### src/hdl/nearest_two_polylines_to_point_core_assert.svh
// Assertion macros shared by the core's checks
`ifndef NEAREST_TWO_POLYLINES_TO_POINT_CORE_ASSERT_SVH
`define NEAREST_TWO_POLYLINES_TO_POINT_CORE_ASSERT_SVH

// Same-cycle implication, checked on every clock outside reset
`define NTP_ASSERT_NOW(lbl, pre, post, msg) \
   lbl: assert property (@(posedge clock) disable iff (reset) (pre) |-> (post)) \
      else $error(msg);

// Next-cycle implication, checked on every clock outside reset
`define NTP_ASSERT_NEXT(lbl, pre, post, msg) \
   lbl: assert property (@(posedge clock) disable iff (reset) (pre) |=> (post)) \
      else $error(msg);

`endif

### src/hdl/ntp_pkg.sv
package ntp_pkg;

   localparam int CoordBits  = 23;
   localparam int DiffBits   = CoordBits + 1;
   localparam int SqBits     = 2 * DiffBits;
   localparam int RoadBits   = 10;
   localparam int MaxRoads   = 1024;
   localparam int DistBits   = 24;
   localparam int RootBits   = SqBits / 2;
   localparam int RemBits    = RootBits + 2;
   localparam int QueueDepth = 4;
   localparam int QAddrBits  = $clog2(QueueDepth);
   localparam int QCntBits   = $clog2(QueueDepth + 1);
   localparam int BitIdxBits = $clog2(SqBits);
   localparam int RootIdxBits = $clog2(RootBits);

   // One classified segment waiting for the back end
   typedef struct packed {
      logic [SqBits-1:0]   base;
      logic [SqBits-1:0]   c1;
      logic [SqBits-1:0]   c2;
      logic                interior;
      logic [RoadBits-1:0] road;
      logic                road_done;
      logic                query_done;
   } ntp_item_type;

   // Queue status seen by front and back
   typedef struct packed {
      logic [QCntBits-1:0] count;
      logic                empty;
   } ntp_qstat_type;

   typedef enum logic [2:0] {
      ST_IDLE,
      ST_DIV,
      ST_UPDATE,
      ST_FOLD,
      ST_SQRT,
      ST_DONE
   } ntp_state_type;

endpackage

### src/hdl/ntp_fifo.sv
module ntp_fifo
   import ntp_pkg::*;
(
   input  logic          clock,
   input  logic          reset,
   input  logic          push,
   input  ntp_item_type  push_item,
   input  logic          pop,
   output ntp_item_type  head,
   output ntp_qstat_type qstat
);

   ntp_item_type          slot_ff [QueueDepth];
   logic [QAddrBits-1:0]  wr_ptr_ff, rd_ptr_ff;
   logic [QCntBits-1:0]   count_ff;

   // Advance pointers and count
   always_ff @(posedge clock) begin
      if (reset) begin
         wr_ptr_ff <= '0;
         rd_ptr_ff <= '0;
         count_ff  <= '0;
      end else begin
         if (push) begin
            wr_ptr_ff <= (wr_ptr_ff == QAddrBits'(QueueDepth - 1)) ? '0 : wr_ptr_ff + 1'b1;
         end
         if (pop) begin
            rd_ptr_ff <= (rd_ptr_ff == QAddrBits'(QueueDepth - 1)) ? '0 : rd_ptr_ff + 1'b1;
         end
         count_ff <= count_ff + QCntBits'(push) - QCntBits'(pop);
      end
   end

   // Store the incoming request
   always_ff @(posedge clock) begin
      if (push) begin
         slot_ff[wr_ptr_ff] <= push_item;
      end
   end

   assign head        = slot_ff[rd_ptr_ff];
   assign qstat.count = count_ff;
   assign qstat.empty = (count_ff == '0);

endmodule

### config.mk
export PLATFORM = sky130hd
export DESIGN_NAME = ntp_fifo
export DESIGN_NICKNAME = d
export VERILOG_FILES = /design/src/hdl/nearest_two_polylines_to_point_core_assert.svh /design/src/hdl/ntp_pkg.sv /design/src/hdl/ntp_fifo.sv
export SDC_FILE = /design/constraint.sdc
export NUM_CORES = 1
export LEC_CHECK = 0
export BUFFER_PORTS_ARGS = -buffer_cell sky130_fd_sc_hd__buf_2
export CORE_ASPECT_RATIO = 1.2
export CORE_MARGIN = 8
export CORE_UTILIZATION = 30
export CTS_BUF_LIST = sky130_fd_sc_hd__clkbuf_8
export DETAILED_ROUTE_END_ITERATION = 16
export RECOVER_POWER = 25
export SYNTH_ARGS = -nofsm -noshare
export SYNTH_HDL_FRONTEND = slang
export SYNTH_SLANG_ARGS = --single-unit
### constraint.sdc
create_clock -name clock -period 9.7 [get_ports clock]
set_input_delay 0.485 -clock clock [delete_from_list [all_inputs] [get_ports clock]]
set_output_delay 0.485 -clock clock [all_outputs]
set_load 0.03 [all_outputs]
==> out/qor.yml <==
hold_start: "pop"
synth-seq-cells: 637
synth_warnings: 0
crit_family: "buffers and inverters"
drtAntennaViolNets: 0
synthArstFlopShare: 0
initial_core_util: 0.303
cp_data_arrival_time_ns: 3.28
cts_hold_buffers: 158
grt_pass1_vias: 12600
tritoncts: "done"
post_cts_resized: 0
worst-path-buf-inv: 2
post_drt_wl_per_cell_um: 19.7
switching_share: 0.250
layout_common_cells: "edfxtp_1 (628), buf_2 (227), dlygate4sd3_1 (158)"
synth_seq_area_share: 0.820
ioPinCount: 322
power_density_mw_per_mm2: 205
power_frac_seq: 0.532
cp.required_ns: 9.22
fillers: 6945
p_int_mw: 4.49
seq_area_mm2: 0.0190
row_count: 111
htreeDepth: 3
synth_edf_count: 628
synthFlopType: "edfxtp_1"
cts_buffer_depth: 3
crit_chain: "buf_4 > mux4_2 > buf_2"
wl_um: 49700
area_growth_syn_to_layout_pct: 25.9
slowest_delay_ns: 0.84
finClkSkew_ns: 0.0258
syn_area_per_cell_um2: 27.0
drc: 0
antenna_found_initial: 6
dpl.cell_count: 2176
clkPwrFrac: 0.354
grt_pass1_wl_um: 75700
syn-cell-area_mm2: 0.0232
end_kind: "output port"
yosysUniqueCellTypes: 21
layout_commonest_cell: "edfxtp_1"
drt_pass1_iterations: 4
finalMaxSlewViolations: 0
fin_ws_ns: 5.94
clockRootBuffer: "clkbuf_8"
maxCapViolCount: 0
worstReg2RegStart: "wr_ptr_ff[1]"
place_congestion: 0.693
final_util: 0.382
drive_gt1_frac: 0.359
fmax_mhz: 266
crit_slowest_cell: "dfxtp_4"
period_needed_ns: 3.76
portBuffers: 321
holdWs_ns: 0.166
drtIter0Drc: 500
vias: 11100
cts_buffers: 100
track_usage: 0.113
p_comb_frac: 0.114
p_leak_nw: 9.63
post_dp_cell_area_mm2: 0.0258
fin_nets: 1588
ir_drop_mv: 0.130
fin_area_mm2: 0.0292
status: "complete, no violations"
finalSetupTns_ns: 0
rsz0062_at_grt: "no"
cp-start-kind: "flip-flop"
cts_setup_buffers: 0
multiInputGateArea_mm2: 0.00379
die_area_mm2: 0.0866
timing.final.crit_share: 0.388
synth_nets: 1030
core_region_area_mm2: 0.0765
syn_inst: 861
fin_cells: 2528
worstMarginPinSlew_ns: 0.998
path_max_fanout: 42
die_h_um: 321
viasPerCell: 4.40
criticalPathCategory: "reg -> out"
holdCritPathClass: "in -> reg"
grt_overflow: 0
hpwl_um: 29800
die_w_um: 270
cts.reportedPaths.clkPinSlew_ns: 0.06
cts_sinks: 637
dp_slack_ns: 6.51
relSlewSlack: 0.334
clk_latency_ns: 0.68
grt_max_degree: 83
p_sw_mw: 1.49
setup_violations: 0
finalPower_mw: 5.98
hold_viol: 0
-- cell usage after synthesis (2+ instances only) --
master | instances | area, µm²
dfxtp_1 | 9 | 180
nor2_1 | 4 | 15.0
or3b_2 | 2 | 17.5
a21oi_1 | 2 | 10.0
buf_2 | 14 | 70.1
ha_1 | 7 | 87.6
buf_12 | 11 | 220
buf_6 | 5 | 56.3
inv_1 | 5 | 18.8
buf_1 | 2 | 7.51
mux2i_1 | 2 | 20.0
and2_1 | 4 | 25.0
buf_4 | 2 | 15.0
edfxtp_1 | 628 | 18900
nand2b_1 | 2 | 12.5
mux4_2 | 157 | 3540
-- kinds of logic (layout without fill, tap and decap cells) --
group | Yosys count | in the layout | share of synthesized area
adders and majority gates | 8 | 8 | 0.00464
AOI/OAI and AO/OA | 2 | 2 | 0.000431
other | 0 | 6 | 0
and+or+nand+nor | 14 | 14 | 0.00350
DFF | 637 | 637 | 0.820
xor gates and xnor gates | 1 | 1 | 0.000970
buffers and inverters | 40 | 684 | 0.0169
muxes | 159 | 159 | 0.153
-- flip-flops by register name, summed over array words and instances, names as in the netlist, named ones only --
signal     flops
wr_ptr_ff      2
slot_ff      628
rd_ptr_ff      2
count_ff       3
-- per-layer routing --
layer	global-route usage	vias up	wire length (µm)	part of all wire
met3	0.0365	86	3410	0.069
li1	-	4886	-	-
met5	0	-	13	0.00026
met2	0.195	354	25500	0.51
met1	0.131	5795	19600	0.40
met4	0.0412	2	1090	0.022
-- worst paths after layout --
check,to,slack [ns],cells past startpoint
hold / removal,flip-flop,0.17,3
setup reg to reg,slot_ff[1][51],7.08,4
hold reg to reg,flip-flop,0.50,2
setup / recovery,head[53],5.94,3
-- power by group through the flow --
stage | sequential (mW) | combinational [mW] | clock (mW)
floorplan | 3.24 | 0.437 | 0
global placement | 3.24 | 0.643 | 0
detailed placement | 3.24 | 0.649 | 0
CTS | 3.19 | 0.706 | 2.21
global route | 3.19 | 0.726 | 2.31
finish | 3.18 | 0.680 | 2.12
-- area by class of cell --
cell class | instances | share of cell area
Inverter | 5 | 0.000643
Tap cell | 1017 | 0.0436
Timing Repair Buffer | 491 | 0.109
Antenna cell | 6 | 0.000514
Clock inverter | 88 | 0.0177
Clock buffer | 100 | 0.0471
Sequential cell | 637 | 0.652
Multi-Input combinational cell | 184 | 0.130
-- worst min-delay path, stage by stage --
cell and delay [ns]:
buf_2 0.14, nand2b_1 0.11, a21oi_1 0.07
(Power assumes the default switching activity.)
