==> config.mk <==
export PLATFORM = sky130hd
export DESIGN_NAME = ntp_back
export DESIGN_NICKNAME = d
export VERILOG_FILES = /design/src/hdl/nearest_two_polylines_to_point_core_assert.svh /design/src/hdl/ntp_pkg.sv /design/src/hdl/ntp_back.sv
export SDC_FILE = /design/constraint.sdc
export NUM_CORES = 2
export LEC_CHECK = 0
export BUFFER_PORTS_ARGS = -buffer_cell sky130_fd_sc_hd__buf_2
export CORE_MARGIN = 4
export CORE_UTILIZATION = 60
export CTS_BUF_LIST = sky130_fd_sc_hd__clkbuf_16
export DETAILED_ROUTE_END_ITERATION = 8
export PLACE_DENSITY = 0.82
export SYNTH_ARGS = -nofsm -noshare
export SYNTH_HDL_FRONTEND = slang
export SYNTH_SLANG_ARGS = --single-unit
export TNS_END_PERCENT = 1
==> constraint.sdc <==
create_clock -name clock -period 29 [get_ports clock]
set_input_delay 2.9 -clock clock [delete_from_list [all_inputs] [get_ports clock]]
set_output_delay 2.9 -clock clock [all_outputs]
set_load 0.005 [all_outputs]
==> src/hdl/nearest_two_polylines_to_point_core_assert.svh <==
// Assertion macros shared by the core's checks
`ifndef NEAREST_TWO_POLYLINES_TO_POINT_CORE_ASSERT_SVH
`define NEAREST_TWO_POLYLINES_TO_POINT_CORE_ASSERT_SVH

// Same-cycle implication, checked on every clock outside reset
`define NTP_ASSERT_NOW(lbl, pre, post, msg) \
   lbl: assert property (@(posedge clock) disable iff (reset) (pre) |-> (post)) \
      else $error(msg);

// Next-cycle implication, checked on every clock outside reset
`define NTP_ASSERT_NEXT(lbl, pre, post, msg) \
   lbl: assert property (@(posedge clock) disable iff (reset) (pre) |=> (post)) \
      else $error(msg);

`endif

==> src/hdl/ntp_pkg.sv <==
package ntp_pkg;

   localparam int CoordBits  = 23;
   localparam int DiffBits   = CoordBits + 1;
   localparam int SqBits     = 2 * DiffBits;
   localparam int RoadBits   = 10;
   localparam int MaxRoads   = 1024;
   localparam int DistBits   = 24;
   localparam int RootBits   = SqBits / 2;
   localparam int RemBits    = RootBits + 2;
   localparam int QueueDepth = 4;
   localparam int QAddrBits  = $clog2(QueueDepth);
   localparam int QCntBits   = $clog2(QueueDepth + 1);
   localparam int BitIdxBits = $clog2(SqBits);
   localparam int RootIdxBits = $clog2(RootBits);

   // One classified segment waiting for the back end
   typedef struct packed {
      logic [SqBits-1:0]   base;
      logic [SqBits-1:0]   c1;
      logic [SqBits-1:0]   c2;
      logic                interior;
      logic [RoadBits-1:0] road;
      logic                road_done;
      logic                query_done;
   } ntp_item_type;

   // Queue status seen by front and back
   typedef struct packed {
      logic [QCntBits-1:0] count;
      logic                empty;
   } ntp_qstat_type;

   typedef enum logic [2:0] {
      ST_IDLE,
      ST_DIV,
      ST_UPDATE,
      ST_FOLD,
      ST_SQRT,
      ST_DONE
   } ntp_state_type;

endpackage

==> src/hdl/ntp_back.sv <==
module ntp_back
   import ntp_pkg::*;
(
   input  logic                clock,
   input  logic                reset,
   input  ntp_item_type        head,
   input  ntp_qstat_type       qstat,
   output logic                pop,
   output logic                out_valid,
   input  logic                out_ready,
   output logic [RoadBits-1:0] nearest_road,
   output logic [RoadBits-1:0] second_road,
   output logic [DistBits-1:0] nearest_distance,
   output logic [DistBits-1:0] second_distance,
   output logic                found_nearest,
   output logic                found_second
);

   localparam logic [SqBits-1:0] SqAllOnes = '1;

   ntp_state_type           state_ff, state_in;
   ntp_item_type            cur_ff, cur_in;
   logic [SqBits-1:0]       q_ff, q_in, r_ff, r_in;
   logic [BitIdxBits-1:0]   bit_ff, bit_in;
   logic                    phase_ff, phase_in;
   logic [SqBits-1:0]       road_min_ff, road_min_in;
   logic [SqBits-1:0]       best_sq_ff, best_sq_in, runner_sq_ff, runner_sq_in;
   logic [RoadBits-1:0]     best_road_ff, best_road_in, runner_road_ff, runner_road_in;
   logic                    best_valid_ff, best_valid_in, runner_valid_ff, runner_valid_in;
   logic [SqBits-1:0]       n0_ff, n0_in, n1_ff, n1_in;
   logic [RootBits-1:0]     root0_ff, root0_in, root1_ff, root1_in;
   logic [RemBits-1:0]      rem0_ff, rem0_in, rem1_ff, rem1_in;
   logic [RootIdxBits-1:0]  sq_cnt_ff, sq_cnt_in;
   logic                    out_valid_ff, out_valid_in;
   logic [RoadBits-1:0]     o_near_road_ff, o_near_road_in, o_sec_road_ff, o_sec_road_in;
   logic [DistBits-1:0]     o_near_dist_ff, o_near_dist_in, o_sec_dist_ff, o_sec_dist_in;
   logic                    o_found0_ff, o_found0_in, o_found1_ff, o_found1_in;
   logic [SqBits:0]         r_wide;
   logic [SqBits-1:0]       dist_sq;
   logic [RemBits+1:0]      sq_t0, sq_t1, trial0, trial1;

   // State and control registers
   always_ff @(posedge clock) begin
      if (reset) begin
         state_ff        <= ST_IDLE;
         road_min_ff     <= SqAllOnes;
         best_sq_ff      <= SqAllOnes;
         runner_sq_ff    <= SqAllOnes;
         best_road_ff    <= '0;
         runner_road_ff  <= '0;
         best_valid_ff   <= 1'b0;
         runner_valid_ff <= 1'b0;
         out_valid_ff    <= 1'b0;
      end else begin
         state_ff        <= state_in;
         road_min_ff     <= road_min_in;
         best_sq_ff      <= best_sq_in;
         runner_sq_ff    <= runner_sq_in;
         best_road_ff    <= best_road_in;
         runner_road_ff  <= runner_road_in;
         best_valid_ff   <= best_valid_in;
         runner_valid_ff <= runner_valid_in;
         out_valid_ff    <= out_valid_in;
      end
   end

   // Datapath registers
   always_ff @(posedge clock) begin
      cur_ff         <= cur_in;
      q_ff           <= q_in;
      r_ff           <= r_in;
      bit_ff         <= bit_in;
      phase_ff       <= phase_in;
      n0_ff          <= n0_in;
      n1_ff          <= n1_in;
      root0_ff       <= root0_in;
      root1_ff       <= root1_in;
      rem0_ff        <= rem0_in;
      rem1_ff        <= rem1_in;
      sq_cnt_ff      <= sq_cnt_in;
      o_near_road_ff <= o_near_road_in;
      o_sec_road_ff  <= o_sec_road_in;
      o_near_dist_ff <= o_near_dist_in;
      o_sec_dist_ff  <= o_sec_dist_in;
      o_found0_ff    <= o_found0_in;
      o_found1_ff    <= o_found1_in;
   end

   // Sequencer: divide, track minimum, fold roads, take square roots
   always_comb begin
      state_in        = state_ff;
      cur_in          = cur_ff;
      q_in            = q_ff;
      r_in            = r_ff;
      bit_in          = bit_ff;
      phase_in        = phase_ff;
      road_min_in     = road_min_ff;
      best_sq_in      = best_sq_ff;
      runner_sq_in    = runner_sq_ff;
      best_road_in    = best_road_ff;
      runner_road_in  = runner_road_ff;
      best_valid_in   = best_valid_ff;
      runner_valid_in = runner_valid_ff;
      n0_in           = n0_ff;
      n1_in           = n1_ff;
      root0_in        = root0_ff;
      root1_in        = root1_ff;
      rem0_in         = rem0_ff;
      rem1_in         = rem1_ff;
      sq_cnt_in       = sq_cnt_ff;
      out_valid_in    = out_valid_ff && !out_ready;
      o_near_road_in  = o_near_road_ff;
      o_sec_road_in   = o_sec_road_ff;
      o_near_dist_in  = o_near_dist_ff;
      o_sec_dist_in   = o_sec_dist_ff;
      o_found0_in     = o_found0_ff;
      o_found1_in     = o_found1_ff;
      pop             = 1'b0;
      r_wide          = '0;
      dist_sq         = cur_ff.interior ? cur_ff.base - q_ff : cur_ff.base;
      sq_t0           = {rem0_ff, n0_ff[SqBits-1 -: 2]};
      sq_t1           = {rem1_ff, n1_ff[SqBits-1 -: 2]};
      trial0          = (RemBits+2)'({root0_ff, 2'b01});
      trial1          = (RemBits+2)'({root1_ff, 2'b01});

      unique case (state_ff)
         ST_IDLE: begin
            if (!qstat.empty) begin
               pop      = 1'b1;
               cur_in   = head;
               q_in     = '0;
               r_in     = '0;
               bit_in   = BitIdxBits'(SqBits - 1);
               phase_in = 1'b0;
               state_in = head.interior ? ST_DIV : ST_UPDATE;
            end
         end
         ST_DIV: begin
            // floor(c1*c1/c2): shift-and-add multiply folded into long division
            if (!phase_ff) begin
               r_wide = {r_ff, 1'b0};
               q_in   = {q_ff[SqBits-2:0], 1'b0};
               if (r_wide >= (SqBits+1)'(cur_ff.c2)) begin
                  r_wide  = r_wide - (SqBits+1)'(cur_ff.c2);
                  q_in[0] = 1'b1;
               end
               r_in     = r_wide[SqBits-1:0];
               phase_in = 1'b1;
            end else begin
               r_wide = (SqBits+1)'(r_ff);
               if (cur_ff.c1[bit_ff]) begin
                  r_wide = r_wide + (SqBits+1)'(cur_ff.c1);
                  if (r_wide >= (SqBits+1)'(cur_ff.c2)) begin
                     r_wide = r_wide - (SqBits+1)'(cur_ff.c2);
                     q_in   = q_ff + 1'b1;
                  end
               end
               r_in     = r_wide[SqBits-1:0];
               phase_in = 1'b0;
               bit_in   = bit_ff - 1'b1;
               if (bit_ff == '0) begin
                  state_in = ST_UPDATE;
               end
            end
         end
         ST_UPDATE: begin
            if (dist_sq < road_min_ff) begin
               road_min_in = dist_sq;
            end
            state_in = (cur_ff.road_done || cur_ff.query_done) ? ST_FOLD : ST_IDLE;
         end
         ST_FOLD: begin
            // Strict compare keeps the earlier road on a tie
            priority if (!best_valid_ff || road_min_ff < best_sq_ff) begin
               runner_sq_in    = best_sq_ff;
               runner_road_in  = best_road_ff;
               runner_valid_in = best_valid_ff;
               best_sq_in      = road_min_ff;
               best_road_in    = cur_ff.road;
               best_valid_in   = 1'b1;
            end else if (!runner_valid_ff || road_min_ff < runner_sq_ff) begin
               runner_sq_in    = road_min_ff;
               runner_road_in  = cur_ff.road;
               runner_valid_in = 1'b1;
            end else begin
               runner_valid_in = runner_valid_ff;
            end
            road_min_in = SqAllOnes;
            n0_in       = best_sq_in;
            n1_in       = runner_sq_in;
            root0_in    = '0;
            root1_in    = '0;
            rem0_in     = '0;
            rem1_in     = '0;
            sq_cnt_in   = RootIdxBits'(RootBits - 1);
            state_in    = cur_ff.query_done ? ST_SQRT : ST_IDLE;
         end
         ST_SQRT: begin
            // One result bit per cycle for both distances
            if (sq_t0 >= trial0) begin
               rem0_in  = RemBits'(sq_t0 - trial0);
               root0_in = {root0_ff[RootBits-2:0], 1'b1};
            end else begin
               rem0_in  = RemBits'(sq_t0);
               root0_in = {root0_ff[RootBits-2:0], 1'b0};
            end
            if (sq_t1 >= trial1) begin
               rem1_in  = RemBits'(sq_t1 - trial1);
               root1_in = {root1_ff[RootBits-2:0], 1'b1};
            end else begin
               rem1_in  = RemBits'(sq_t1);
               root1_in = {root1_ff[RootBits-2:0], 1'b0};
            end
            n0_in     = {n0_ff[SqBits-3:0], 2'b00};
            n1_in     = {n1_ff[SqBits-3:0], 2'b00};
            sq_cnt_in = sq_cnt_ff - 1'b1;
            if (sq_cnt_ff == '0) begin
               state_in = ST_DONE;
            end
         end
         ST_DONE: begin
            // Load the result register once it is free, then clear
            if (!out_valid_ff || out_ready) begin
               out_valid_in    = 1'b1;
               o_near_road_in  = best_valid_ff ? best_road_ff : '0;
               o_sec_road_in   = runner_valid_ff ? runner_road_ff : '0;
               o_near_dist_in  = best_valid_ff ? DistBits'(root0_ff) : '0;
               o_sec_dist_in   = runner_valid_ff ? DistBits'(root1_ff) : '0;
               o_found0_in     = best_valid_ff;
               o_found1_in     = runner_valid_ff;
               road_min_in     = SqAllOnes;
               best_sq_in      = SqAllOnes;
               runner_sq_in    = SqAllOnes;
               best_road_in    = '0;
               runner_road_in  = '0;
               best_valid_in   = 1'b0;
               runner_valid_in = 1'b0;
               state_in        = ST_IDLE;
            end
         end
         default: begin
            state_in = ST_IDLE;
         end
      endcase
   end

   assign out_valid        = out_valid_ff;
   assign nearest_road     = o_near_road_ff;
   assign second_road      = o_sec_road_ff;
   assign nearest_distance = o_near_dist_ff;
   assign second_distance  = o_sec_dist_ff;
   assign found_nearest    = o_found0_ff;
   assign found_second     = o_found1_ff;

endmodule

==> flow_results.org <==
** Clocking
- Buffers inserted to repair hold after CTS numbered 0.
- Gates resized, CTS repair :: 0
- For the worst-skew pair, the clock arrives at the later sink with an insertion delay of 650 ps.
- The clock passes through at most 3 buffers.
- Clock-pin slew was measured on the worst setup and hold paths at 60 ps.
- Once the clock tree was built, the setup fixing pass inserted 0 buffers.
- Count of H-tree levels built during CTS :: 3
- Total clock buffers created by CTS :: 77
- The root buffer cell chosen for the clock tree is sky130_fd_sc_hd__clkbuf_16.
- Clock tree from TritonCTS :: built
- Counting every sink on the clock net gives 701.

** Logic synthesis
- Post-synthesis mux area share :: 3.16%
- The most used flip-flop cell after synthesis is sky130_fd_sc_hd__edfxtp_1.
- For this run, the number of Yosys warnings is 0.
- Distinct cell type count after synthesis :: 91
- Ranked by total cell area, the synthesized netlist is headed by sky130_fd_sc_hd__edfxtp_1 (34%), sky130_fd_sc_hd__ha_1 (10%), sky130_fd_sc_hd__dfxtp_1 (7.2%), sky130_fd_sc_hd__a21oi_1 (5.1%), sky130_fd_sc_hd__nor2_1 (4.1%).
- The mapped netlist covers 47,200 um2.
- After Yosys synthesis, full adders, half adders and majority gates account for 10.5% of the synthesized area.
- Total nets after synthesis :: 5,643
- The biggest area contributor in the post-synthesis netlist is sky130_fd_sc_hd__edfxtp_1.
- After synthesis, the share of flip-flops with an asynchronous set or reset is 0%.
- For this run, the register share of the synthesized area comes to 41.0%.
- Dividing the synthesized area by the synthesized cell count gives 9.29 um2.
- Synthesized flop and latch total :: 701
- In this run, synthesis inferred 531 flip-flops with an integrated enable.
- Fraction of post-synthesis cell area in the top cell type by area :: 33.8%
- Post-Syn Instances :: 5,086
- Dominant combinational cell family by area after synthesis :: compound AO/OA/AOI/OAI gates
- After Yosys synthesis, and, or, nand and nor cells account for 14.0% of the synthesized area.
- After Yosys synthesis, XOR and XNOR cells account for 4.15% of the synthesized area.
- Compound-cell area share of the yosys netlist :: 22.2%

** Timing
- At the pin with the least slew margin, the transition time is 1210 ps.
- Worst hold margin :: 473 ps
- Final Hold Viols :: 0
- For the finished layout, the period the worst path requires is 8080 ps.
- Final worst path period share :: 27.9%
- Worst Skew :: 35.6 ps
- Setup violations remaining at the end of the flow were counted as 0.
- Slew Limit Headroom :: 18.8%
- Once routing completed, OpenROAD measured the worst setup slack at 20,920 ps.
- Unrepaired setup endpoints after global routing :: false
- Derived from the worst setup path, the maximum achievable clock frequency is 124 MHz.
- Adding up every negative setup slack in the final design gives 0 ps.
- Slew Viols, Final :: 0

** Cells and area
- In the final design database the tool counted 5,744 nets.
- At the end of the flow the core is filled with cells to 66.6%.
- Fill cells in the final layout number 6,044.
- Cells with a size suffix above 1 make up 9.39% of the layout.
- Compared with the post-synthesis result, the final layout area differs by 9.57%.

** Critical path
- Setup Crit Path Kind :: register to register
- STA puts the critical path data required time at 29,380 ps.
- STA classifies the critical path startpoint as a register.
- Reg-to-Reg Start :: r_ff[0]$_SDFFCE_PN0P_
- Category of the worst setup path capture point :: register
- At the worst endpoint, the arrival time is 8450 ps.
- Depth of the most critical reg-to-reg path :: 22
- The critical path starts at r_ff[0]$_SDFFCE_PN0P_.
- Maximum fanout count along the critical path :: 58
- Setup slack, reg-to-reg :: 20,920 ps
- Crit path to :: r_ff[35]$_SDFFCE_PN0P_
- The endpoint identified for the worst register-to-register timing path is r_ff[35]$_SDFFCE_PN0P_.

** GRT
- Global routing used 41.6% of the available met1 tracks.
- In the global route stage, overall resource usage came out at 31.3%.
- Grt met3 use :: 4.45%
- The number of antenna violations at the first check in global routing came to 4.
- After global routing, the most crowded layer is met2.
- Vias in the first global route :: 38,400
- The first global-routing pass estimated 208 mm of wire.
- Pin count of the biggest net entering global routing :: 91
- Global-route congestion overflow total :: 0
- For met2 alone, demand over resource in global routing was 51.4%.

** Run status
- The flow ran to the end, and the final reports show no timing, DRC or antenna violations.

** Route
- Wirelength per Cell :: 21.2 um
- 1st-pass router iterations :: 6
- For this block, the routed nets add up to 134 mm of wire.
- In this run the remaining antenna-violating nets after routing total 0.
- Count of vias placed by the detailed router :: 40,200
- Detailed-route DRC error count :: 0
- Using the TritonRoute via totals, the vias-per-cell ratio works out to 6.38.
- Detailed Route Iter0 Violations :: 4,293

** Pwr
- Power share of the sequential group :: 30.0%
- Clk network pwr share :: 23.3%
- VDD sags by at most 0.0890 mV.
- Logic gate share of total power :: 46.7%
- The internal power of the cells totals 2.56 mW.
- Switching power share of the total :: 40.8%
- Net load switching power :: 1.77 mW
- In this run the static leakage power is 22.5 nW.
- Power density cells :: 83.5 nW/um2

** Floorplan
- The initial utilization of the core area, before any placement, comes to 60.8%.
- From left edge to right edge, the die measures 289 um.
- Number of top-level pins :: 236
- Total die area :: 83,300 um2
- Floorplan core area :: 77,700 um2
- Vertical extent of the die :: 289 um
- Std-Cell Rows :: 102

** Flow run
- The tool flagged a number of max-cap violations equal to 0.

** Placed design
- Summed over all nets, the half-perimeter wirelength after detailed placement is 97.3 mm.
- IO buf count :: 232
- Last weighted congestion value of the routability-driven placer :: 0.970
- Setup slack after placement :: 21,050 ps

** Worst hold path
- Class of the worst hold path :: register to register
flip-flops by register name (all words and copies together), names as in the netlist, 26 cells and up:
name,flops
best_sq_ff,48
cur_ff,157
n0_ff,48
n1_ff,48
q_ff,48
r_ff,48
rem0_ff,26
rem1_ff,26
road_min_ff,48
runner_sq_ff,48
synthesized netlist by cell type, drive strengths merged (142+ instances only):
master and n:
o21ai 205, nor2 522, xnor2 142, dfxtp 170
clkbuf 212, edfxtp 531, a21oi 484, ha 389
nand2 298, a21o 213, a211oi 161, inv 357
per-layer routing:
metal | wire, um | up-vias
met5 | 22 | -
li1 | - | 19000
met3 | 11100 | 310
met1 | 54600 | 19100
met4 | 5790 | 4
met2 | 62100 | 1759
stage by stage:
step,total power [mW],instance area [um2],cells
3_5_place_dp,3.28,49100,6148
5_1_grt,4.58,51700,6290
6_report,4.32,51700,6292
4_1_cts,4.29,51700,6290
2_1_floorplan,2.80,47200,5086
3_3_place_gp,3.25,49100,6148
cell families after synthesis:
logic type / Yosys count
AO/OA/AOI/OAI: 1597
multiplexers: 133
XOR/XNOR: 224
flip-flops: 701
AND/OR/NAND/NOR: 1423
adder cells (fa/ha/maj): 393
buffers and inverters: 615
critical path, cell delays in order, from the launching register on:
cell                       delay (ps)
sky130_fd_sc_hd__edfxtp_1         390
sky130_fd_sc_hd__ha_1             250
sky130_fd_sc_hd__fa_1             270
sky130_fd_sc_hd__a211oi_1         100
sky130_fd_sc_hd__o21bai_1         270
sky130_fd_sc_hd__a41oi_1          290
sky130_fd_sc_hd__o311ai_1         770
sky130_fd_sc_hd__a211oi_1         280
sky130_fd_sc_hd__a311oi_1         790
sky130_fd_sc_hd__nor2_1           180
sky130_fd_sc_hd__o21bai_1         210
sky130_fd_sc_hd__xnor2_1          110
sky130_fd_sc_hd__ha_1             510
sky130_fd_sc_hd__nand4_1          130
sky130_fd_sc_hd__or3_1            410
sky130_fd_sc_hd__nor3_1           610
sky130_fd_sc_hd__a41o_1           280
sky130_fd_sc_hd__o21bai_1         100
sky130_fd_sc_hd__o21ai_0          170
sky130_fd_sc_hd__o21ai_4          120
sky130_fd_sc_hd__buf_4            650
sky130_fd_sc_hd__nor2_1           430
sky130_fd_sc_hd__a221o_1          440
placed cells by master (no fill, tap or decap), types with 66 or more instances in the layout:
master | netlist | routed
sky130_fd_sc_hd__xor2_1 | 82 | 82
sky130_fd_sc_hd__nand2_1 | 298 | 294
sky130_fd_sc_hd__clkbuf_16 | 0 | 80
sky130_fd_sc_hd__o22ai_1 | 75 | 75
sky130_fd_sc_hd__a211oi_1 | 159 | 159
sky130_fd_sc_hd__ha_1 | 389 | 389
sky130_fd_sc_hd__xnor2_1 | 142 | 142
sky130_fd_sc_hd__nand3_1 | 131 | 131
sky130_fd_sc_hd__edfxtp_1 | 531 | 531
sky130_fd_sc_hd__inv_1 | 357 | 372
sky130_fd_sc_hd__o22a_1 | 67 | 67
sky130_fd_sc_hd__dfxtp_1 | 170 | 169
sky130_fd_sc_hd__nand2b_1 | 67 | 66
sky130_fd_sc_hd__a21o_1 | 213 | 213
sky130_fd_sc_hd__o211ai_1 | 88 | 88
sky130_fd_sc_hd__mux2i_1 | 86 | 86
sky130_fd_sc_hd__nand4_1 | 72 | 72
sky130_fd_sc_hd__nor3_1 | 107 | 106
sky130_fd_sc_hd__and2_1 | 70 | 69
sky130_fd_sc_hd__a21oi_1 | 482 | 481
sky130_fd_sc_hd__buf_2 | 28 | 232
sky130_fd_sc_hd__nor2_1 | 522 | 522
sky130_fd_sc_hd__o21ai_0 | 190 | 189
worst min-delay path by stage:
| stage | cells past startpoint | startpoint | slack [ps] | endpoint |
|---|---|---|---|---|
| after floorplan | 0 | best_valid_ff$_SDFFE_PP0P_ | 410 | found_nearest$_DFFE_PP_ |
| after global placement | 2 | best_road_ff[2]$_SDFFE_PP0P_ | 460 | best_road_ff[2]$_SDFFE_PP0P_ |
| after detailed placement | 2 | best_road_ff[8]$_SDFFE_PP0P_ | 470 | best_road_ff[8]$_SDFFE_PP0P_ |
| after CTS | 2 | best_road_ff[8]$_SDFFE_PP0P_ | 470 | best_road_ff[8]$_SDFFE_PP0P_ |
| after global routing | 1 | runner_road_ff[5]$_SDFFE_PP0P_ | 500 | runner_road_ff[5]$_SDFFE_PP0P_ |
| final | 2 | best_road_ff[8]$_SDFFE_PP0P_ | 470 | best_road_ff[8]$_SDFFE_PP0P_ |
area by class of cell:
class / count / area [um2] / share of cell area (%)
Antenna cell: 2 / 5.00 / 0.00967
Multi-Input combinational cell: 3770 / 25600 / 49.5
Clock inverter: 62 / 599 / 1.16
Inverter: 360 / 1350 / 2.61
Clock buffer: 80 / 2000 / 3.87
Sequential cell: 701 / 19400 / 37.4
Timing Repair Buffer: 277 / 1500 / 2.90
Tap cell: 1040 / 1300 / 2.51
power by group through the flow:
| stage | Combinational [mW] | Sequential [mW] | Clock, mW |
|---|---|---|---|
| 6_report | 2.02 | 1.29 | 1.01 |
| 5_1_grt | 2.21 | 1.30 | 1.06 |
| 4_1_cts | 1.98 | 1.29 | 1.02 |
| 3_5_place_dp | 1.97 | 1.31 | 0 |
| 3_3_place_gp | 1.94 | 1.31 | 0 |
| 2_1_floorplan | 1.51 | 1.29 | 0 |
No activity file was read; power rests on OpenSTA's default activity.
